===== src/hdl/halfsiphash_2_4_hasher_macros.svh =====
// Assertion macros for the HalfSipHash-2-4 hasher.
// Included by the top level; no other dependencies.
`ifndef HALFSIPHASH_2_4_HASHER_MACROS_SVH
`define HALFSIPHASH_2_4_HASHER_MACROS_SVH

`ifndef NO_ASSERTIONS

// The consequent must hold in the same cycle as the antecedent.
`define HSH_ASSERT_SAME(label, clk, rst_n, ante, cons, msg) \
    label: assert property (@(posedge clk) disable iff (!rst_n) (ante) |-> (cons)) \
        else $error(msg);

// The consequent must hold in the cycle after the antecedent.
`define HSH_ASSERT_NEXT(label, clk, rst_n, ante, cons, msg) \
    label: assert property (@(posedge clk) disable iff (!rst_n) (ante) |=> (cons)) \
        else $error(msg);

`else

`define HSH_ASSERT_SAME(label, clk, rst_n, ante, cons, msg)
`define HSH_ASSERT_NEXT(label, clk, rst_n, ante, cons, msg)

`endif

`endif


===== src/hdl/hsh_pkg.sv =====
// Shared types, constants and the control store of the HalfSipHash-2-4 hasher.
// No dependencies.
`default_nettype none

package hsh_pkg;

    // Field widths.
    localparam int WORD_W  = 32;
    localparam int COUNT_W = 3;
    localparam int LEN_W   = 8;
    localparam int CFG_IDX_W = 2;

    // Configuration register indexes.
    localparam logic [CFG_IDX_W-1:0] REG_KEY_LOW  = 2'd0;
    localparam logic [CFG_IDX_W-1:0] REG_KEY_HIGH = 2'd1;

    // Algorithm constants.
    localparam logic [WORD_W-1:0] LANE_INIT_TWO   = 32'h6c796765;
    localparam logic [WORD_W-1:0] LANE_INIT_THREE = 32'h74656462;
    localparam logic [WORD_W-1:0] FINAL_MARK      = 32'h000000ff;
    localparam logic [LEN_W-1:0]  FULL_WORD_BYTES = 8'd4;

    // Step counter and program addresses.
    localparam int PC_W = 4;
    typedef logic [PC_W-1:0] pc_t;

    localparam pc_t STEP_IDLE      = 4'd0;
    localparam pc_t STEP_RND_A     = 4'd1;
    localparam pc_t STEP_RND_FOLD  = 4'd2;
    localparam pc_t STEP_RND_MARK  = 4'd3;
    localparam pc_t STEP_FIN_B     = 4'd4;
    localparam pc_t STEP_FIN_C     = 4'd5;
    localparam pc_t STEP_FIN_D     = 4'd6;
    localparam pc_t STEP_EMIT      = 4'd7;
    localparam pc_t STEP_TAIL_IN   = 4'd8;

    // Sequencing kinds.
    typedef enum logic [2:0] {
        BR_NEXT,      // fall through to the next step
        BR_GOTO,      // jump to the target
        BR_HOLD_IN,   // stay until a word is taken, then fall through
        BR_WORD,      // end of a compression: idle, tail block or finalization
        BR_HOLD_OUT   // stay until the result slot is free, then jump
    } br_t;

    // One control word.
    typedef struct packed {
        logic take;   // input channel is open in this step
        logic rnd;    // run one SipRound
        logic mark;   // v2 ^= 0xff ahead of the round
        logic fold;   // v0 ^= m after the round
        logic tail;   // absorb the length-only tail block into v3
        logic emit;   // hand v1 ^ v3 to the result register
        br_t  br;
        pc_t  target;
    } ucode_t;

    // Branch status from the datapath and the handshakes.
    typedef struct packed {
        logic in_fire;
        logic out_free;
        logic last;
        logic full;
    } seq_status_t;

    // The control store.
    function automatic ucode_t hsh_rom(input pc_t pc);
        ucode_t u;
        u = '{take: 1'b0, rnd: 1'b0, mark: 1'b0, fold: 1'b0, tail: 1'b0,
              emit: 1'b0, br: BR_GOTO, target: STEP_IDLE};
        unique case (pc)
            STEP_IDLE:
            begin
                u.take = 1'b1;
                u.br   = BR_HOLD_IN;
            end
            STEP_RND_A:
            begin
                u.rnd = 1'b1;
                u.br  = BR_NEXT;
            end
            STEP_RND_FOLD:
            begin
                u.rnd    = 1'b1;
                u.fold   = 1'b1;
                u.br     = BR_WORD;
                u.target = STEP_TAIL_IN;
            end
            STEP_RND_MARK:
            begin
                u.rnd  = 1'b1;
                u.mark = 1'b1;
                u.br   = BR_NEXT;
            end
            STEP_FIN_B, STEP_FIN_C, STEP_FIN_D:
            begin
                u.rnd = 1'b1;
                u.br  = BR_NEXT;
            end
            STEP_EMIT:
            begin
                u.emit   = 1'b1;
                u.br     = BR_HOLD_OUT;
                u.target = STEP_IDLE;
            end
            STEP_TAIL_IN:
            begin
                u.tail   = 1'b1;
                u.br     = BR_GOTO;
                u.target = STEP_RND_A;
            end
            default:
            begin
                u.br     = BR_GOTO;
                u.target = STEP_IDLE;
            end
        endcase
        return u;
    endfunction

endpackage

`default_nettype wire


===== src/hdl/hsh_channels.sv =====
// Handshake channel interfaces of the HalfSipHash-2-4 hasher.
// Depends on hsh_pkg for field widths.
`default_nettype none

// Message words in.
interface hsh_word_if;
    logic                              valid;
    logic                              ready;
    logic [hsh_pkg::WORD_W-1:0]        word_data;
    logic [hsh_pkg::COUNT_W-1:0]       byte_count;
    logic                              last;

    modport source (output valid, word_data, byte_count, last, input ready);
    modport sink   (input valid, word_data, byte_count, last, output ready);
endinterface

// Hash results out.
interface hsh_hash_if;
    logic                              valid;
    logic                              ready;
    logic [hsh_pkg::WORD_W-1:0]        hash_value;

    modport source (output valid, hash_value, input ready);
    modport sink   (input valid, hash_value, output ready);
endinterface

// Key register writes.
interface hsh_cfg_if;
    logic                              valid;
    logic                              ready;
    logic [hsh_pkg::CFG_IDX_W-1:0]     index;
    logic [hsh_pkg::WORD_W-1:0]        data;

    modport source (output valid, index, data, input ready);
    modport sink   (input valid, index, data, output ready);
endinterface

`default_nettype wire


===== src/hdl/hsh_sequencer.sv =====
// Step counter and control store lookup of the HalfSipHash-2-4 hasher.
// Depends on hsh_pkg.
`default_nettype none

module hsh_sequencer (
    input  wire                        clk,
    input  wire                        rst_n,
    input  wire hsh_pkg::seq_status_t  status,
    output hsh_pkg::ucode_t            ctrl
);

    hsh_pkg::pc_t pc_reg;
    hsh_pkg::pc_t pc_next;
    hsh_pkg::pc_t pc_inc;

    // Fetch the control word for the current step.
    assign ctrl   = hsh_pkg::hsh_rom(pc_reg);
    assign pc_inc = pc_reg + hsh_pkg::pc_t'(1);

    // Next step selection.
    always_comb
    begin
        pc_next = pc_reg;
        unique case (ctrl.br)
            hsh_pkg::BR_NEXT:
            begin
                pc_next = pc_inc;
            end
            hsh_pkg::BR_GOTO:
            begin
                pc_next = ctrl.target;
            end
            hsh_pkg::BR_HOLD_IN:
            begin
                pc_next = status.in_fire ? pc_inc : pc_reg;
            end
            hsh_pkg::BR_WORD:
            begin
                priority if (!status.last)
                    pc_next = hsh_pkg::STEP_IDLE;
                else if (status.full)
                    pc_next = ctrl.target;
                else
                    pc_next = pc_inc;
            end
            hsh_pkg::BR_HOLD_OUT:
            begin
                pc_next = status.out_free ? ctrl.target : pc_reg;
            end
            default:
            begin
                pc_next = hsh_pkg::STEP_IDLE;
            end
        endcase
    end

    // Step counter.
    always_ff @(posedge clk or negedge rst_n)
    begin
        if (!rst_n)
            pc_reg <= hsh_pkg::STEP_IDLE;
        else
            pc_reg <= pc_next;
    end

endmodule

`default_nettype wire


===== src/hdl/hsh_datapath.sv =====
// Lane registers, message block forming and SipRound unit of the hasher.
// Depends on hsh_pkg; driven by control words from hsh_sequencer.
`default_nettype none

module hsh_datapath (
    input  wire                              clk,
    input  wire                              rst_n,
    input  wire hsh_pkg::ucode_t             ctrl,
    input  wire                              in_fire,
    input  wire                              emit_fire,
    input  wire [hsh_pkg::WORD_W-1:0]        word_data,
    input  wire [hsh_pkg::COUNT_W-1:0]       byte_count,
    input  wire                              last,
    input  wire [hsh_pkg::WORD_W-1:0]        key_low,
    input  wire [hsh_pkg::WORD_W-1:0]        key_high,
    output logic                             last_flag,
    output logic                             full_flag,
    output logic [hsh_pkg::WORD_W-1:0]       hash
);

    localparam int W = hsh_pkg::WORD_W;
    localparam int L = hsh_pkg::LEN_W;

    typedef logic [W-1:0] lane_t;
    typedef logic [L-1:0] len_t;

    lane_t v0_reg, v1_reg, v2_reg, v3_reg;
    lane_t v0_next, v1_next, v2_next, v3_next;
    lane_t m_reg, m_next;
    len_t  len_reg, len_next;
    logic  in_msg_reg, in_msg_next;
    logic  last_reg, last_next;
    logic  full_reg, full_next;

    len_t  base_len;
    len_t  tail_len;
    logic  word_full;
    lane_t byte_mask;
    lane_t m_word;
    lane_t m_tail;
    lane_t r0, r1, r2, r3;
    lane_t v2_round_in;

    // Rotate a lane left.
    function automatic lane_t rotl(input lane_t x, input int n);
        return (x << n) | (x >> (W - n));
    endfunction

    // Message block of an accepted word.
    always_comb
    begin
        base_len  = in_msg_reg ? len_reg : '0;
        word_full = !last || byte_count[2];
        tail_len  = base_len + len_t'(byte_count[1:0]);
        unique case (byte_count[1:0])
            2'd0:    byte_mask = 32'h00000000;
            2'd1:    byte_mask = 32'h000000ff;
            2'd2:    byte_mask = 32'h0000ffff;
            default: byte_mask = 32'h00ffffff;
        endcase
        m_word = word_full ? word_data : ({tail_len, 24'h000000} | (word_data & byte_mask));
        m_tail = {len_reg, 24'h000000};
    end

    // SipRound, with the finalization mark folded into its v2 input.
    always_comb
    begin
        lane_t a, b, c, d;
        v2_round_in = ctrl.mark ? (v2_reg ^ hsh_pkg::FINAL_MARK) : v2_reg;
        a = v0_reg;
        b = v1_reg;
        c = v2_round_in;
        d = v3_reg;
        a = a + b;  b = rotl(b, 5);  b = b ^ a;  a = rotl(a, 16);
        c = c + d;  d = rotl(d, 8);  d = d ^ c;
        a = a + d;  d = rotl(d, 7);  d = d ^ a;
        c = c + b;  b = rotl(b, 13); b = b ^ c;  c = rotl(c, 16);
        r0 = a;
        r1 = b;
        r2 = c;
        r3 = d;
    end

    // Next lane and bookkeeping values.
    always_comb
    begin
        v0_next     = v0_reg;
        v1_next     = v1_reg;
        v2_next     = v2_reg;
        v3_next     = v3_reg;
        m_next      = m_reg;
        len_next    = len_reg;
        in_msg_next = in_msg_reg;
        last_next   = last_reg;
        full_next   = full_reg;
        priority if (in_fire)
        begin
            // Load lanes from the key at message start, then absorb into v3.
            if (!in_msg_reg)
            begin
                v0_next = key_low;
                v1_next = key_high;
                v2_next = hsh_pkg::LANE_INIT_TWO ^ key_low;
                v3_next = hsh_pkg::LANE_INIT_THREE ^ key_high ^ m_word;
            end
            else
            begin
                v3_next = v3_reg ^ m_word;
            end
            m_next      = m_word;
            len_next    = word_full ? (base_len + hsh_pkg::FULL_WORD_BYTES) : tail_len;
            in_msg_next = 1'b1;
            last_next   = last;
            full_next   = word_full;
        end
        else if (ctrl.tail)
        begin
            // Length-only tail block after a four-byte last word.
            v3_next   = v3_reg ^ m_tail;
            m_next    = m_tail;
            full_next = 1'b0;
        end
        else if (ctrl.rnd)
        begin
            v0_next = ctrl.fold ? (r0 ^ m_reg) : r0;
            v1_next = r1;
            v2_next = r2;
            v3_next = r3;
        end
        else if (emit_fire)
        begin
            in_msg_next = 1'b0;
        end
    end

    // Control state.
    always_ff @(posedge clk or negedge rst_n)
    begin
        if (!rst_n)
        begin
            in_msg_reg <= 1'b0;
            len_reg    <= '0;
            last_reg   <= 1'b0;
            full_reg   <= 1'b0;
        end
        else
        begin
            in_msg_reg <= in_msg_next;
            len_reg    <= len_next;
            last_reg   <= last_next;
            full_reg   <= full_next;
        end
    end

    // Lanes and message block.
    always_ff @(posedge clk)
    begin
        v0_reg <= v0_next;
        v1_reg <= v1_next;
        v2_reg <= v2_next;
        v3_reg <= v3_next;
        m_reg  <= m_next;
    end

    assign last_flag = last_reg;
    assign full_flag = full_reg;
    assign hash      = v1_reg ^ v3_reg;

endmodule

`default_nettype wire


===== src/hdl/halfsiphash_2_4_hasher.sv =====
// Top level of the keyed HalfSipHash-2-4 hasher with a 32-bit result.
// Depends on hsh_pkg, hsh_channels, hsh_sequencer, hsh_datapath and the macro header.
//
//   channel    dir  payload                             words
//   word_in    in   word_data[31:0] byte_count[2:0] last  one per message word
//   hash_out   out  hash_value[31:0]                    one per message
//   cfg        in   index[1:0] data[31:0]               key register writes
//
// A word that is not last passes the take step, then two SipRounds; a last word then
// also runs the finalization SipRounds and the emit step, with a length-only tail block
// and two more SipRounds first at four bytes; the control store runs one SipRound unit.
// A full result register stalls only the emit step; the next word is taken after it.
// Reset drops a partial message and clears the keys; cfg is always ready.
`default_nettype none

`include "halfsiphash_2_4_hasher_macros.svh"

module halfsiphash_2_4_hasher (
    input  wire            clk,
    input  wire            rst_n,
    hsh_word_if.sink       word_in,
    hsh_hash_if.source     hash_out,
    hsh_cfg_if.sink        cfg
);

    hsh_pkg::ucode_t               ctrl;
    hsh_pkg::seq_status_t          status;
    logic                          in_fire;
    logic                          out_free;
    logic                          emit_fire;
    logic                          last_flag;
    logic                          full_flag;
    logic [hsh_pkg::WORD_W-1:0]    hash;
    logic [hsh_pkg::WORD_W-1:0]    key_low_reg;
    logic [hsh_pkg::WORD_W-1:0]    key_high_reg;
    logic [hsh_pkg::WORD_W-1:0]    hash_reg;
    logic                          hash_valid_reg;
    logic                          hash_valid_next;

    // Handshake decode.
    assign word_in.ready = ctrl.take;
    assign in_fire       = word_in.valid && ctrl.take;
    assign out_free      = !hash_valid_reg || hash_out.ready;
    assign emit_fire     = ctrl.emit && out_free;
    assign cfg.ready     = 1'b1;

    assign status = '{in_fire: in_fire, out_free: out_free,
                      last: last_flag, full: full_flag};

    hsh_sequencer u_seq (
        .clk    (clk),
        .rst_n  (rst_n),
        .status (status),
        .ctrl   (ctrl)
    );

    hsh_datapath u_dp (
        .clk        (clk),
        .rst_n      (rst_n),
        .ctrl       (ctrl),
        .in_fire    (in_fire),
        .emit_fire  (emit_fire),
        .word_data  (word_in.word_data),
        .byte_count (word_in.byte_count),
        .last       (word_in.last),
        .key_low    (key_low_reg),
        .key_high   (key_high_reg),
        .last_flag  (last_flag),
        .full_flag  (full_flag),
        .hash       (hash)
    );

    // Key registers.
    always_ff @(posedge clk or negedge rst_n)
    begin
        if (!rst_n)
        begin
            key_low_reg  <= '0;
            key_high_reg <= '0;
        end
        else if (cfg.valid)
        begin
            if (cfg.index == hsh_pkg::REG_KEY_LOW)
                key_low_reg <= cfg.data;
            if (cfg.index == hsh_pkg::REG_KEY_HIGH)
                key_high_reg <= cfg.data;
        end
    end

    // Result register.
    always_comb
    begin
        hash_valid_next = hash_valid_reg;
        priority if (emit_fire)
            hash_valid_next = 1'b1;
        else if (hash_out.ready)
            hash_valid_next = 1'b0;
    end

    always_ff @(posedge clk or negedge rst_n)
    begin
        if (!rst_n)
            hash_valid_reg <= 1'b0;
        else
            hash_valid_reg <= hash_valid_next;
    end

    always_ff @(posedge clk)
    begin
        if (emit_fire)
            hash_reg <= hash;
    end

    assign hash_out.valid      = hash_valid_reg;
    assign hash_out.hash_value = hash_reg;

    // A taken word starts the rounds, so the input closes in the next cycle.
    `HSH_ASSERT_NEXT(a_take_closes, clk, rst_n, in_fire, !word_in.ready, "input open after a take")
    // An emitted hash shows up as a valid result in the next cycle.
    `HSH_ASSERT_NEXT(a_emit_valid, clk, rst_n, emit_fire, hash_out.valid, "emitted hash not valid")
    // A blocked emit step holds until the result slot frees.
    `HSH_ASSERT_NEXT(a_emit_holds, clk, rst_n, ctrl.emit && !out_free, ctrl.emit, "emit step lost")

endmodule

`default_nettype wire

===== src/flat_wrapper.sv =====
// flat-port wrapper written by rule: the top's interface ports become plain ports
module halfsiphash_2_4_hasher_flat 
  (clk, rst_n, word_in_valid, word_in_word_data, word_in_byte_count, word_in_last, word_in_ready, hash_out_valid, hash_out_hash_value, hash_out_ready, cfg_valid, cfg_index, cfg_data, cfg_ready);
  hsh_word_if word_in_i ();
  hsh_hash_if hash_out_i ();
  hsh_cfg_if cfg_i ();
  input  wire clk;
  input  wire rst_n;
  input wire logic [$bits(word_in_i.valid)-1:0] word_in_valid;
  input wire logic [$bits(word_in_i.word_data)-1:0] word_in_word_data;
  input wire logic [$bits(word_in_i.byte_count)-1:0] word_in_byte_count;
  input wire logic [$bits(word_in_i.last)-1:0] word_in_last;
  output wire logic [$bits(word_in_i.ready)-1:0] word_in_ready;
  output wire logic [$bits(hash_out_i.valid)-1:0] hash_out_valid;
  output wire logic [$bits(hash_out_i.hash_value)-1:0] hash_out_hash_value;
  input wire logic [$bits(hash_out_i.ready)-1:0] hash_out_ready;
  input wire logic [$bits(cfg_i.valid)-1:0] cfg_valid;
  input wire logic [$bits(cfg_i.index)-1:0] cfg_index;
  input wire logic [$bits(cfg_i.data)-1:0] cfg_data;
  output wire logic [$bits(cfg_i.ready)-1:0] cfg_ready;
  assign word_in_i.valid = word_in_valid;
  assign word_in_i.word_data = word_in_word_data;
  assign word_in_i.byte_count = word_in_byte_count;
  assign word_in_i.last = word_in_last;
  assign word_in_ready = word_in_i.ready;
  assign hash_out_valid = hash_out_i.valid;
  assign hash_out_hash_value = hash_out_i.hash_value;
  assign hash_out_i.ready = hash_out_ready;
  assign cfg_i.valid = cfg_valid;
  assign cfg_i.index = cfg_index;
  assign cfg_i.data = cfg_data;
  assign cfg_ready = cfg_i.ready;
  halfsiphash_2_4_hasher u_core (.clk(clk), .rst_n(rst_n), .word_in(word_in_i), .hash_out(hash_out_i), .cfg(cfg_i));
endmodule

===== config.mk =====
export PLATFORM = sky130hd
export DESIGN_NAME = halfsiphash_2_4_hasher_flat
export DESIGN_NICKNAME = d
export VERILOG_FILES = /design/src/hdl/hsh_pkg.sv /design/src/hdl/hsh_channels.sv /design/src/hdl/hsh_sequencer.sv /design/src/hdl/hsh_datapath.sv /design/src/hdl/halfsiphash_2_4_hasher.sv /design/src/flat_wrapper.sv
export VERILOG_INCLUDE_DIRS = /design/src /design/src/hdl
export SDC_FILE = /design/constraint.sdc
export NUM_CORES = 1
export LEC_CHECK = 0
export BUFFER_PORTS_ARGS = -buffer_cell sky130_fd_sc_hd__buf_2
export CORE_MARGIN = 8
export CORE_UTILIZATION = 25
export DETAILED_ROUTE_END_ITERATION = 10
export PLACE_DENSITY = 0.49
export SLEW_MARGIN = 20
export SYNTH_ARGS = -nofsm -noshare
export SYNTH_HDL_FRONTEND = slang
export SYNTH_SLANG_ARGS = --single-unit

===== constraint.sdc =====
create_clock -name clk -period 21.8 [get_ports clk]
set_clock_uncertainty 0.15 [all_clocks]
set_input_delay 4.36 -clock clk [delete_from_list [all_inputs] [get_ports clk]]
set_output_delay 4.36 -clock clk [all_outputs]
set_load 0.03 [all_outputs]

; Word level (Yosys, flattened, before mapping)
; Index checks and enable logic that the tools add are counted.
[word_totals]
mem_count = 0
reg_bits = 272
rom_bits = 0
latchBits = 0
elab_cells = 128
mem_bits_rw = 0
output_inout_bits = 35
[classes]
order_cmp = 0
reduce_logical = 22
eq_ne = 20
bitwise_logic = 20
addsub = 7
div = 0
n_mux = 45
n_mul = 0
shifts = 0
[ops]
columns = op, n
row1 = two-way mux 32 bit, 20
row2 = bitwise XOR 32 bit, 9
row3 = adder 32 bit, 4
row4 = one-hot mux 24 bit (3 select lines), 1
row5 = OR 32 x 16 -> 32 bit, 2
row6 = AND 32 bit, 1
row7 = OR 32 x 13 -> 32 bit, 1
row8 = OR 32 bit, 1
row9 = OR 32 x 5 -> 32 bit, 1
row10 = OR 32 x 7 -> 32 bit, 1
row11 = OR 32 x 8 -> 32 bit, 1
row12 = two-way mux 8 bit, 3
row13 = one-hot mux 4 bit (5 select lines), 1
row14 = inverter 18 bit, 1
row15 = "equality test 4 x 3 -> 1 bit, second input constant", 4
row16 = two-way mux 4 bit, 4
row17 = two-way mux 1 bit, 14
row18 = inverter 14 bit, 1
row19 = one-hot mux 3 bit (4 select lines), 1
row20 = adder 8 x 2 -> 8 bit, 1
row21 = "adder 8 x 3 -> 8 bit, second input constant", 1
row22 = "equality test 4 x 2 -> 1 bit, second input constant", 2
row23 = inverter 8 bit, 1
row24 = one-hot mux 4 bit (2 select lines), 1
row25 = other kinds (22), 37

; Depth between registers and ports, before layout
; Gate-level depths: netlist (run 1).
[depth]
word_depth = 11
mapped_depth = 27

; Modules after synthesis
; A second synthesis (run 1) with hierarchy kept.
[hier_totals]
hier_cells = 2022
area_unflattened_um2 = 20428.3
[modules_own_cells]
columns = mod, area_each_um2, n_inst, cells_per_inst
row1 = hsh_datapath, 16550.9, 1, 1796
row2 = halfsiphash_2_4_hasher, 3438.3, 1, 175
row3 = hsh_sequencer, 439.2, 1, 51

; Worst setup path before layout (run 1)
; No wires, ideal clock.
[synth_path]
path_kind = in2reg
from = in word_in_valid
to = reg u_core.u_dp.v0_reg[0] (enable)
slack_ps = 9342
arrival_ps = 11625
cell_stages = 4
n_path_buf = 2
setup_ps = 683
path_cell_list = nand2_1 > clkbuf_1 > clkbuf_1 > o21ai_0
[synth_between]
elab_chain_cells = 3
[synth_lines]
columns = item, line
row1 = start: declaration, flat_wrapper.sv:9  ; input wire logic [$bits(word_in_i.valid)-1:0] word_in_valid;
row2 = logical AND 1 bit *, halfsiphash_2_4_hasher.sv:42  ; assign in_fire = word_in.valid && ctrl.take;
row3 = inequality test 2 bit (no source line) or nonzero test 2 bit (tied branches), -
row4 = AND reduction 3 bit (no source line) *, -
row5 = end signal: assignment, hsh_datapath.sv:158  ; v0_reg <= v0_next;
row6 = end: declaration, hsh_datapath.sv:27  ; lane_t v0_reg, v1_reg, v2_reg, v3_reg;
; Every way passes the cells marked *; elsewhere a longest branch is shown, timed or not.
; A chain may end at the register's enable or synchronous reset.

; Worst setup path after layout (run 1)
[layout_path]
from = reg u_core.u_dp.v1_reg[0]
to = reg u_core.u_dp.v3_reg[16], data pin
[layout_between]
elab_chain_cells = 7
[layout_lines]
columns = item, line
row1 = start: declaration, hsh_datapath.sv:27
row2 = start signal: assignment, hsh_datapath.sv:159  ; v1_reg <= v1_next;
row3 = adder 32 bit, hsh_datapath.sv:74  ; a = a + b; b = rotl(b, 5); b = b ^ a; a = rotl(a, 16);
row4 = OR 32 x 16 -> 32 bit, hsh_datapath.sv:46  ; return (x << n) | (x >> (W - n));
row5 = adder 32 bit, hsh_datapath.sv:76  ; a = a + d; d = rotl(d, 7); d = d ^ a;
row6 = bitwise XOR 32 bit, hsh_datapath.sv:76
row7 = two-way mux 32 bit, hsh_datapath.sv:123  ; else if (ctrl.rnd)
row8 = two-way mux 32 bit, hsh_datapath.sv:116  ; else if (ctrl.tail)
row9 = two-way mux 32 bit, hsh_datapath.sv:96  ; priority if (in_fire)
row10 = via u_core.u_dp.v3_next[16], hsh_datapath.sv:28  ; lane_t v0_next, v1_next, v2_next, v3_next;
row11 = end signal: assignment, hsh_datapath.sv:161  ; v3_reg <= v3_next;
row12 = end: declaration, hsh_datapath.sv:27
; The timed path passes the listed nets, and every way through them passes these cells. The select of a mux whose other input is x is not followed.

==> results.md, run 1 <==
- Largest net degree at the start of global routing: 76
- Antenna violations before repair: 3
- Adder-Cell Fraction of Synth Area: 0.08983
- Hold crit path type: reg2reg
- Number of buffers added on ports: 108
- Wirelength per Cell: 27.46 um
- Number of sinks on the clock net: 272
- TritonCTS buffer count: 36
- Element type at the critical path end: flip-flop
- H-Tree Level Count: 2
- Sequential cell area: 0.007769 mm^2
- Fraction of final layout cells with drive strength greater than 1: 0.1312
- Most common cell after layout, fill and taps aside: sky130_fd_sc_hd__edfxtp_1
- Clock-pin slew on the worst setup and hold paths: around 0.06 ns
- Startpoint type of the worst setup path: flip-flop
- Vias after detailed routing: 15910
- Chip Height: 297.3 um
- Compound-gate portion of the synthesized area: 0.1652
- CP Cell Sequence: ha_1 > inv_1 > fa_1 > nor2b_1 > o31ai_1 > a21oi_1 > o21ai_0 > nand3_1 > a31oi_1 > o31ai_1 > xnor2_1 > ha_1 > nand2_1 > o21ai_0 > o41ai_1 > o211ai_1 > a21o_1 > a21oi_1 > xnor2_1 > xnor2_1 > o22ai_1
- Number of nets with antenna violations after detailed routing: 0
- TritonCTS clock tree: yes
- Worst Setup Slack post-DPL: 14.29 ns
- EDFF count, synth: roughly 190
- Number of library cell types mapped by synthesis: 74
- Area of the core: 0.07861 mm^2
- Post-route fraction of the period consumed by the critical path: 0.3612
- Total GRT Usage: 0.1871
- Asr flop ratio synth: 0.2941
- Maximum achievable frequency: approximately 0.13 GHz
- Routability congestion estimate from global placement: 1.009
- Cts hold-fix bufs: 0
- GR Overflow Total: 0
- CP Max Fanout: 6
- Post-synthesis register bit count: 272
- Count of buffers added by post-CTS timing repair for setup: 0
- Cell count after synthesis: 1967
- Initial DRT Pass Iterations: 5
- Total area of multi-input combinational cells: 0.01162 mm^2
- Critical path's largest stage delay: 0.71 ns
- Clock root cell: sky130_fd_sc_hd__clkbuf_16
- Floorplan die area: 0.08837 mm^2
- Placed cell count: approximately 3100
- Die width: 297.3 um
- Time the final worst path needs with I/O delays and setup: 7.874 ns
- Setup total negative slack: 0 ns
- Syn Area/Cell: 10.05 um^2
- Setup violators final: 0
- Most common flop cell mapped by yosys: sky130_fd_sc_hd__edfxtp_1
- Global-route wire length before repair: 120.6 mm
- DRC violations left: 0
- Worst EP arrival: 7.98 ns
- Smallest hold slack: 0.3345 ns
- Pins over their slew limit: 0
- Multiplexer share of the synthesized area: 0.04713
- I/O pin total: 110
- Number of placement rows: 103
- Via count of the first global-routing pass: around 16000
- Net count reported at finish: about 2300
- Unrepaired setup endpoints after global routing: no
- Worst path setup slack after routing: between 10 and 15 ns
- Placed wire-length estimate: about 70 mm
- Via-per-instance ratio: 5.080
- Cell with the largest stage delay on the worst path: sky130_fd_sc_hd__o21ai_0
- Start-to-end type of the worst setup path: reg2reg
- Yosys warning total: 0
- Hold violation total from the final report: 0
- Count of max-cap constraint violations: 0
- Worst Path Required: around 22 ns
- Worst hold path stage count: 2
- Most used cell along the critical path: sky130_fd_sc_hd__xnor2_1
- Buffer levels on the longest clock path: 3
- Sequential area share after synthesis: 0.3927
- Area share of xor/xnor cells in the synthesized design: 0.1774
- Initial cell density of the core: 0.2516
- Transition time of the tightest slew-check pin: 1.137 ns
- Final-layout fill cell count: 8383
- Main combinational cell family by area after synthesis: XOR/XNOR gates
- Cell depth of the worst flop-to-flop path: 21
- 1st-iter DRT viols: between 1000 and 1500
- Most frequent cells in the layout: sky130_fd_sc_hd__edfxtp_1 (192), sky130_fd_sc_hd__nand2_1 (191), sky130_fd_sc_hd__xor2_1 (178)
- Post-synthesis simple-gate area fraction: 0.1058
- Cell area after synthesis: 0.01978 mm^2
- Latest clock arrival within the worst-skew pair: 0.56 ns
- Max_slew headroom: 0.2396
- Post-Synthesis Net Count: 2181
- Post-Route WL: 86.01 mm
- Non-filler instance count after layout: 3132
- Area Overhead vs Synth: 14.84%
- Outcome: finished clean
- Post-cts repair resize count: 0
cells in the mapped netlist, drive strengths merged (10+ instances only):
master | count | share of area
edfxtp | 192 | 0.29
nand2 | 192 | 0.036
xor2 | 180 | 0.080
xnor2 | 177 | 0.078
a21oi | 176 | 0.045
ha | 134 | 0.085
nor2 | 127 | 0.024
o21ai | 101 | 0.026
dfrtp | 80 | 0.10
a21o | 73 | 0.028
clkbuf | 70 | 0.013
mux2 | 65 | 0.037
inv | 37 | 0.0070
o22ai | 30 | 0.0095
nand3 | 23 | 0.0058
nor3 | 21 | 0.0053
o21bai | 21 | 0.0080
and3 | 20 | 0.0063
mux2i | 20 | 0.010
nand2b | 20 | 0.0063
o211ai | 19 | 0.0075
nand4 | 15 | 0.0047
o21a | 14 | 0.0053
a211oi | 11 | 0.0042
a31oi | 11 | 0.0035
nor2b | 11 | 0.0035
xnor3 | 11 | 0.013
and2 | 10 | 0.0032
o31ai | 10 | 0.0038
critical path, delay by kind of cell (launching register included):
| kind | cells | cell delay (ns) |
|---|---|---|
| xor+xnor | 3 | 1.51 |
| simple gates | 3 | 0.42 |
| buf+inv | 1 | 0.10 |
| compound gates | 11 | 3.94 |
| flops | 1 | 0.49 |
| fa+ha+maj | 3 | 0.97 |
kinds of logic after synthesis:
group / count (synthesis)
compound gates: 518
xor+xnor: 373
simple gates: 466
buf+inv: 113
mux: 85
other cells: 1
fa+ha+maj: 139
flops: 272
layout make-up:
type,instances,share of cell area
Tap cell,1050,0.05784
Antenna cell,1,0.0001102
Sequential cell,272,0.3421
Timing Repair Buffer,124,0.02920
Multi-Input combinational cell,1582,0.5115
Clock buffer,49,0.04413
Clock inverter,16,0.008925
Inverter,38,0.006280
worst paths after layout:
kind / start / endpoint / slack, ns
hold reg to reg: u_core.u_dp.last_flag / u_core.u_dp.last_flag / 0.33
setup reg to reg: u_core.u_dp.v1_reg[0] / u_core.u_dp.v3_reg[16] / 13.93
max in group asynchronous: rst_n / u_core.key_high_reg[17] / 16.80
setup / recovery: u_core.u_dp.v1_reg[0] / u_core.u_dp.v3_reg[16] / 13.93
min in group asynchronous: rst_n / u_core.u_seq.pc_reg[2] / 3.59
hold / removal: u_core.u_dp.last_flag / u_core.u_dp.last_flag / 0.33
per-stage QoR:
stage | util | area, um^2
floorplan | - | 19780
global placement | 0.2735 | 21500
detailed placement | 0.2735 | 21500
CTS | 0.2889 | 22710
global route | 0.2889 | 22710
finish | 0.2889 | 22710
routing by layer:
| layer | vias to the layer above | track usage | wire length [um] |
|---|---|---|---|
| met5 | - | 0 | 13 |
| met4 | 2 | 0.06862 | 3444 |
| li1 | 7272 | - | - |
| met3 | 108 | 0.02553 | 4715 |
| met2 | 541 | 0.3150 | 40890 |
| met1 | 7989 | 0.2433 | 36950 |
Power of run 1 is left out: the tool's default activity adds up to more than one toggle a clock period on the data nets, which glitch-free logic cannot reach.
==> run 2, diff against run 1 <==
--- a/config.mk
+++ b/config.mk
@@ -6,11 +6,12 @@
 export SDC_FILE = /design/constraint.sdc
 export NUM_CORES = 1
 export LEC_CHECK = 0
+export ABC_AREA = 1
 export BUFFER_PORTS_ARGS = -buffer_cell sky130_fd_sc_hd__buf_2
 export CORE_MARGIN = 8
 export CORE_UTILIZATION = 25
 export DETAILED_ROUTE_END_ITERATION = 10
-export PLACE_DENSITY = 0.49
+export PLACE_DENSITY = 0.51
 export SLEW_MARGIN = 20
 export SYNTH_ARGS = -nofsm -noshare
 export SYNTH_HDL_FRONTEND = slang
==> constraint.sdc (replaced) <==
create_clock -name clk -period 6.95 [get_ports clk]
set_clock_uncertainty 0.15 [all_clocks]
set_input_delay 1.39 -clock clk [delete_from_list [all_inputs] [get_ports clk]]
set_output_delay 1.39 -clock clk [all_outputs]
set_load 0.03 [all_outputs]
==> results.md, run 2 <==
- Hold violation total from the final report: 0
- Post-cts repair resize count: 0
- H-Tree Level Count: 2
- Most instantiated cells after synthesis: sky130_fd_sc_hd__nand2_1 (761), sky130_fd_sc_hd__inv_1 (314), sky130_fd_sc_hd__o21ai_0 (235), sky130_fd_sc_hd__edfxtp_1 (192), sky130_fd_sc_hd__nor2_1 (192)
- Post-Synthesis Net Count: 3020
- Cts hold-fix bufs: 0
- Net count reported at finish: 3148
- Count of max-cap constraint violations: 0
- Chip Height: 309.8 um
- Vias after detailed routing: 20510
- Number of buffers added on ports: 108
- Main area contributors after synthesis: sky130_fd_sc_hd__edfxtp_1 (27%), sky130_fd_sc_hd__nand2_1 (13%), sky130_fd_sc_hd__dfrtp_1 (9.3%)
- Transition time of the tightest slew-check pin: 0.9907 ns
- CP Max Fanout: 8
- Maximum achievable frequency: 0.1553 GHz
- Non-filler instance count after layout: 4111
- Post-Route WL: 107.4 mm
- Antenna violations before repair: 4
- Cell type with the largest total area after synthesis: sky130_fd_sc_hd__edfxtp_1
- Sequential cell area: between 0.007 and 0.008 mm^2
- Buffer levels on the longest clock path: 3
- Via-per-instance ratio: 4.988
- Worst EP arrival: 6.62 ns
- TritonCTS clock tree: yes
- Latest clock arrival within the worst-skew pair: between 0.5 and 0.6 ns
- 1st-iter DRT viols: 2097
- Total area of multi-input combinational cells: 0.01240 mm^2
- GR Overflow Total: 0
- Hold crit path type: reg2reg
- Clock root cell: sky130_fd_sc_hd__clkbuf_16
- Die width: 309.8 um
- Unrepaired setup endpoints after global routing: no
- EDFF count, synth: approximately 190
- Largest net degree at the start of global routing: 97
- Number of nets with antenna violations after detailed routing: 0
- Worst Path Required: 7.13 ns
- Start-to-end type of the worst setup path: reg2reg
- Placed cell count: 4038
- TritonCTS buffer count: 38
- Worst path setup slack after routing: approximately 0.5 ns
- Number of placement rows: roughly 110
- Routability congestion estimate from global placement: 1.075
- Fraction of final layout cells with drive strength greater than 1: 0.1070
- Cell with the most instances after synthesis: sky130_fd_sc_hd__nand2_1
- Post-route fraction of the period consumed by the critical path: 0.9263
- Final-layout fill cell count: between 9000 and 10000
- Asr flop ratio synth: 0.2941
- DRC violations left: 0
- Most frequent cells in the layout: sky130_fd_sc_hd__nand2_1 (758), sky130_fd_sc_hd__inv_1 (313), sky130_fd_sc_hd__o21ai_0 (234)
- Yosys warning total: 0
- Global-route wire length before repair: 148.8 mm
- Worst Setup Slack post-DPL: 0.6896 ns
- Layout Utilization: 0.2916
- Cell area after synthesis: 0.02158 mm^2
- Element type at the critical path end: flip-flop
- Most common cell after layout, fill and taps aside: sky130_fd_sc_hd__nand2_1
- Placed wire-length estimate: about 90 mm
- Cell count after synthesis: ~2800
- Max_slew headroom: 0.3348
- Count of buffers added by post-CTS timing repair for setup: 0
- Most common flop cell mapped by yosys: sky130_fd_sc_hd__edfxtp_1
- Pins over their slew limit: 0
- Initial DRT Pass Iterations: 8
- Setup total negative slack: 0 ns
- Startpoint type of the worst setup path: flip-flop
- Sequential area share after synthesis: 0.3599
- Syn Area/Cell: 7.691 um^2
- Floorplan die area: 0.09598 mm^2
- Clock-pin slew on the worst setup and hold paths: 0.06 ns
- Time the final worst path needs with I/O delays and setup: 6.438 ns
- Post-synth top area share: 0.2672
- Total GRT Usage: 0.2181
- Number of library cell types mapped by synthesis: 66
- Wirelength per Cell: 26.12 um
- Initial cell density of the core: 0.2527
- Setup violators final: 0
- Area of the core: 0.08541 mm^2
- Via count of the first global-routing pass: 19700
- Post-synthesis register bit count: 272
- Outcome: finished clean
- Area Overhead vs Synth: 15.42%
- Number of sinks on the clock net: 272
- I/O pin total: 110
run 2: cell types whose count changed after synthesis, moves of 65 or more:
cell | before | now
sky130_fd_sc_hd__nor2_1 | 125 | 192
sky130_fd_sc_hd__mux2_2 | 65 | 0
sky130_fd_sc_hd__xnor2_1 | 177 | 65
sky130_fd_sc_hd__nand3_1 | 23 | 136
sky130_fd_sc_hd__o21ai_0 | 98 | 235
sky130_fd_sc_hd__inv_1 | 37 | 314
sky130_fd_sc_hd__nand2_1 | 192 | 761
run 2: final timing paths:
kind	cells after the start	start	endpoint	slack, ns
min in group asynchronous	1	rst_n	u_core.u_dp.len_reg[5]	0.59
hold / removal	2	u_core.key_low_reg[28]	u_core.key_low_reg[28]	0.33
hold reg to reg	2	u_core.key_low_reg[28]	u_core.key_low_reg[28]	0.33
setup reg to reg	26	u_core.u_seq.pc_reg[0]	u_core.u_dp.v3_reg[24]	0.51
setup / recovery	26	u_core.u_seq.pc_reg[0]	u_core.u_dp.v3_reg[24]	0.51
max in group asynchronous	2	rst_n	u_core.key_high_reg[4]	5.03
run 2: through the flow:
step | hold WS [ns] | cell area, um^2
2_1_floorplan | 0.3030 | 21580
3_3_place_gp | 0.3172 | 23680
3_5_place_dp | 0.3240 | 23680
4_1_cts | 0.3383 | 24900
5_1_grt | 0.3581 | 24900
6_report | 0.3341 | 24910
run 2: cell families after synthesis:
kind of cell | synth area share
multiplexers | 0.004175
adder cells (fa/ha/maj) | 0.08233
other | 0.0001738
AND/OR/NAND/NOR | 0.2367
buffers and inverters | 0.06743
XOR/XNOR | 0.09671
AO/OA/AOI/OAI | 0.1525
flip-flops | 0.3599
run 2: final cells by class:
cell class	count	area share
diodes	3	0.0003014
clock buffers	51	0.04054
clock inverters	19	0.008590
inverters	324	0.04893
multi-input cells	2151	0.4977
flip-flops and latches	272	0.3119
well taps	1144	0.05747
repair buffers	147	0.03456
run 2: worst max-delay path: stages, from the launching register on:
cell and delay [ns]:
sky130_fd_sc_hd__dfrtp_1 0.43, sky130_fd_sc_hd__ha_1 0.21, sky130_fd_sc_hd__nand2_1 0.43, sky130_fd_sc_hd__xnor2_1 0.28, sky130_fd_sc_hd__ha_1 0.26, sky130_fd_sc_hd__fa_1 0.44, sky130_fd_sc_hd__nand3_1 0.11, sky130_fd_sc_hd__nand2_1 0.16
sky130_fd_sc_hd__a21oi_2 0.30, sky130_fd_sc_hd__inv_1 0.14, sky130_fd_sc_hd__a21oi_2 0.25, sky130_fd_sc_hd__xnor2_1 0.42, sky130_fd_sc_hd__xnor2_1 0.20, sky130_fd_sc_hd__inv_1 0.15, sky130_fd_sc_hd__ha_1 0.42, sky130_fd_sc_hd__nand2_1 0.14
sky130_fd_sc_hd__o21ai_0 0.32, sky130_fd_sc_hd__a21oi_1 0.16, sky130_fd_sc_hd__o21ai_1 0.17, sky130_fd_sc_hd__nand2_1 0.10, sky130_fd_sc_hd__nand2_1 0.08, sky130_fd_sc_hd__xor2_1 0.29, sky130_fd_sc_hd__inv_1 0.18, sky130_fd_sc_hd__nand2_1 0.10
sky130_fd_sc_hd__nand3_1 0.15, sky130_fd_sc_hd__nand2_1 0.10, sky130_fd_sc_hd__inv_1 0.04
run 2: layer usage:
| layer | share of wire | vias up | global-route usage |
|---|---|---|---|
| li1 | - | 9603 | - |
| met1 | 0.43 | 9884 | 0.2935 |
| met2 | 0.44 | 846 | 0.3452 |
| met3 | 0.068 | 172 | 0.02740 |
| met4 | 0.058 | 0 | 0.1061 |
| met5 | 0 | - | 0 |
Power of run 2 is left out for the same reason.
==> run 3, diff against run 2 <==
--- a/config.mk
+++ b/config.mk
@@ -6,7 +6,6 @@
 export SDC_FILE = /design/constraint.sdc
 export NUM_CORES = 1
 export LEC_CHECK = 0
-export ABC_AREA = 1
 export BUFFER_PORTS_ARGS = -buffer_cell sky130_fd_sc_hd__buf_2
 export CORE_MARGIN = 8
 export CORE_UTILIZATION = 25
==> results.md, run 3 (synthesized netlist as in run 1, its figures left out) <==
- Outcome: finished clean
- Time the final worst path needs with I/O delays and setup: 6.655 ns
- Start-to-end type of the worst setup path: reg2reg
- Via count of the first global-routing pass: around 16000
- Critical path's largest stage delay: 0.49 ns
- Via-per-instance ratio: 5.080
- Setup violators final: 0
- Global-route wire length before repair: ~120 mm
- Hold crit path type: reg2reg
- Worst EP arrival: 6.78 ns
- Fraction of final layout cells with drive strength greater than 1: 0.1697
- Post-Route WL: 88.69 mm
- Count of max-cap constraint violations: 0
- Placed wire-length estimate: 72.82 mm
- Startpoint type of the worst setup path: flip-flop
- TritonCTS clock tree: yes
- H-Tree Level Count: 2
- Die width: 297.3 um
- Antenna violations before repair: 1
- CP Max Fanout: 7
- Maximum achievable frequency: around 0.15 GHz
- Cell with the largest stage delay on the worst path: sky130_fd_sc_hd__or4b_1
- Element type at the critical path end: flip-flop
- Largest net degree at the start of global routing: 82
- Number of nets with antenna violations after detailed routing: 0
- Most frequent cells in the layout: sky130_fd_sc_hd__edfxtp_1 (192), sky130_fd_sc_hd__nand2_1 (191), sky130_fd_sc_hd__xnor2_1 (173)
- Area Overhead vs Synth: 17.72%
- Transition time of the tightest slew-check pin: 1.141 ns
- Pins over their slew limit: 0
- Clock root cell: sky130_fd_sc_hd__clkbuf_16
- Floorplan die area: between 0.08 and 0.09 mm^2
- Vias after detailed routing: 16260
- Total GRT Usage: 0.1916
- Clock-pin slew on the worst setup and hold paths: 0.06 ns
- Max_slew headroom: 0.2338
- Buffer levels on the longest clock path: 3
- Most common cell after layout, fill and taps aside: sky130_fd_sc_hd__edfxtp_1
- Unrepaired setup endpoints after global routing: no
- Worst Path Required: 7.07 ns
- Initial DRT Pass Iterations: 5
- Hold violation total from the final report: 0
- Wirelength per Cell: 27.71 um
- Setup total negative slack: 0 ns
- Net count reported at finish: 2342
- GR Overflow Total: 0
- Cts hold-fix bufs: 0
- Count of antenna diodes in the layout: 0
- Number of placement rows: ~100
- Initial cell density of the core: 0.2516
- TritonCTS buffer count: 34
- 1st-iter DRT viols: 1544
- Number of buffers added on ports: 108
- Post-route fraction of the period consumed by the critical path: 0.9576
- DRC violations left: 0
- I/O pin total: 110
- Number of sinks on the clock net: 272
- Chip Height: a little under 300 um
- Latest clock arrival within the worst-skew pair: 0.56 ns
- Routability congestion estimate from global placement: 0.9888
- Area of the core: roughly 0.079 mm^2
run 3: changes by cell type in the layout (fill, tap and decap cells not counted), sizes merged, moves of 65 or more:
cell,delta
nor2,-71
nand3,-122
nand2,-590
o21ai,-167
inv,-280
mux2,+65
xnor2,+109
run 3: cell type report:
type / instances / area [um^2]
Fill cell: 8274 / 55330
Clock buffer: 46 / 945.9
Clock inverter: 13 / 116.4
Sequential cell: 272 / 7769
Timing Repair Buffer: 200 / 1246
Inverter: 38 / 142.6
Multi-Input combinational cell: 1582 / 11750
Tap cell: 1050 / 1314
run 3: worst paths after layout:
check,start,endpoint,slack [ns],depth (start not counted)
max reg2reg,u_core.u_dp.v1_reg[0],u_core.u_dp.v3_reg[25],0.29,25
min in group asynchronous,rst_n,u_core.u_dp.in_msg_reg,0.64,1
min reg2reg,u_core.u_dp.last_flag,u_core.u_dp.last_flag,0.35,2
min,u_core.u_dp.last_flag,u_core.u_dp.last_flag,0.35,2
max in group asynchronous,rst_n,u_core.key_high_reg[19],4.86,2
max,u_core.u_dp.v1_reg[0],u_core.u_dp.v3_reg[25],0.29,25
run 3: what timing repair did:
item / CTS / global route
resized for setup: 0 / 22
setup endpoints to repair: 0 / 30
endpoints found under the hold margin: 0 / 0
buffers inserted: 0 / 1
run 3: routing by layer:
layer,global-route usage,wire (um),part of all wire,up-vias
li1,-,-,-,7414
met3,0.02044,3813,0.043,134
met5,0,13,0.00015,-
met4,0.07730,4167,0.047,2
met2,0.3281,42620,0.48,549
met1,0.2455,38070,0.43,8163
run 3: metrics by stage:
| step | std cells | hold WS (ns) | area (um^2) | utilization | setup slack, ns |
|---|---|---|---|---|---|
| 3_3_place_gp | 3141 | 0.3329 | 22080 | 0.2809 | -0.02454 |
| 4_1_cts | 3200 | 0.3544 | 23140 | 0.2944 | 0.02511 |
| 2_1_floorplan | 1967 | 0.2955 | 19780 | - | 0.05462 |
| 5_1_grt | 3201 | 0.3712 | 23280 | 0.2962 | 0.02172 |
| 6_report | 3201 | 0.3458 | 23280 | 0.2962 | 0.2949 |
| 3_5_place_dp | 3141 | 0.3369 | 22080 | 0.2809 | 0.05350 |
run 3: worst max-delay path: cells and delay by family, from the launching register on:
family	cells	cell delay [ns]
compound gates	10	2.40
simple gates	6	1.52
fa+ha+maj	3	0.93
flops	1	0.48
xor+xnor	3	0.45
buf+inv	3	0.42
Power of run 3 is left out for the same reason.
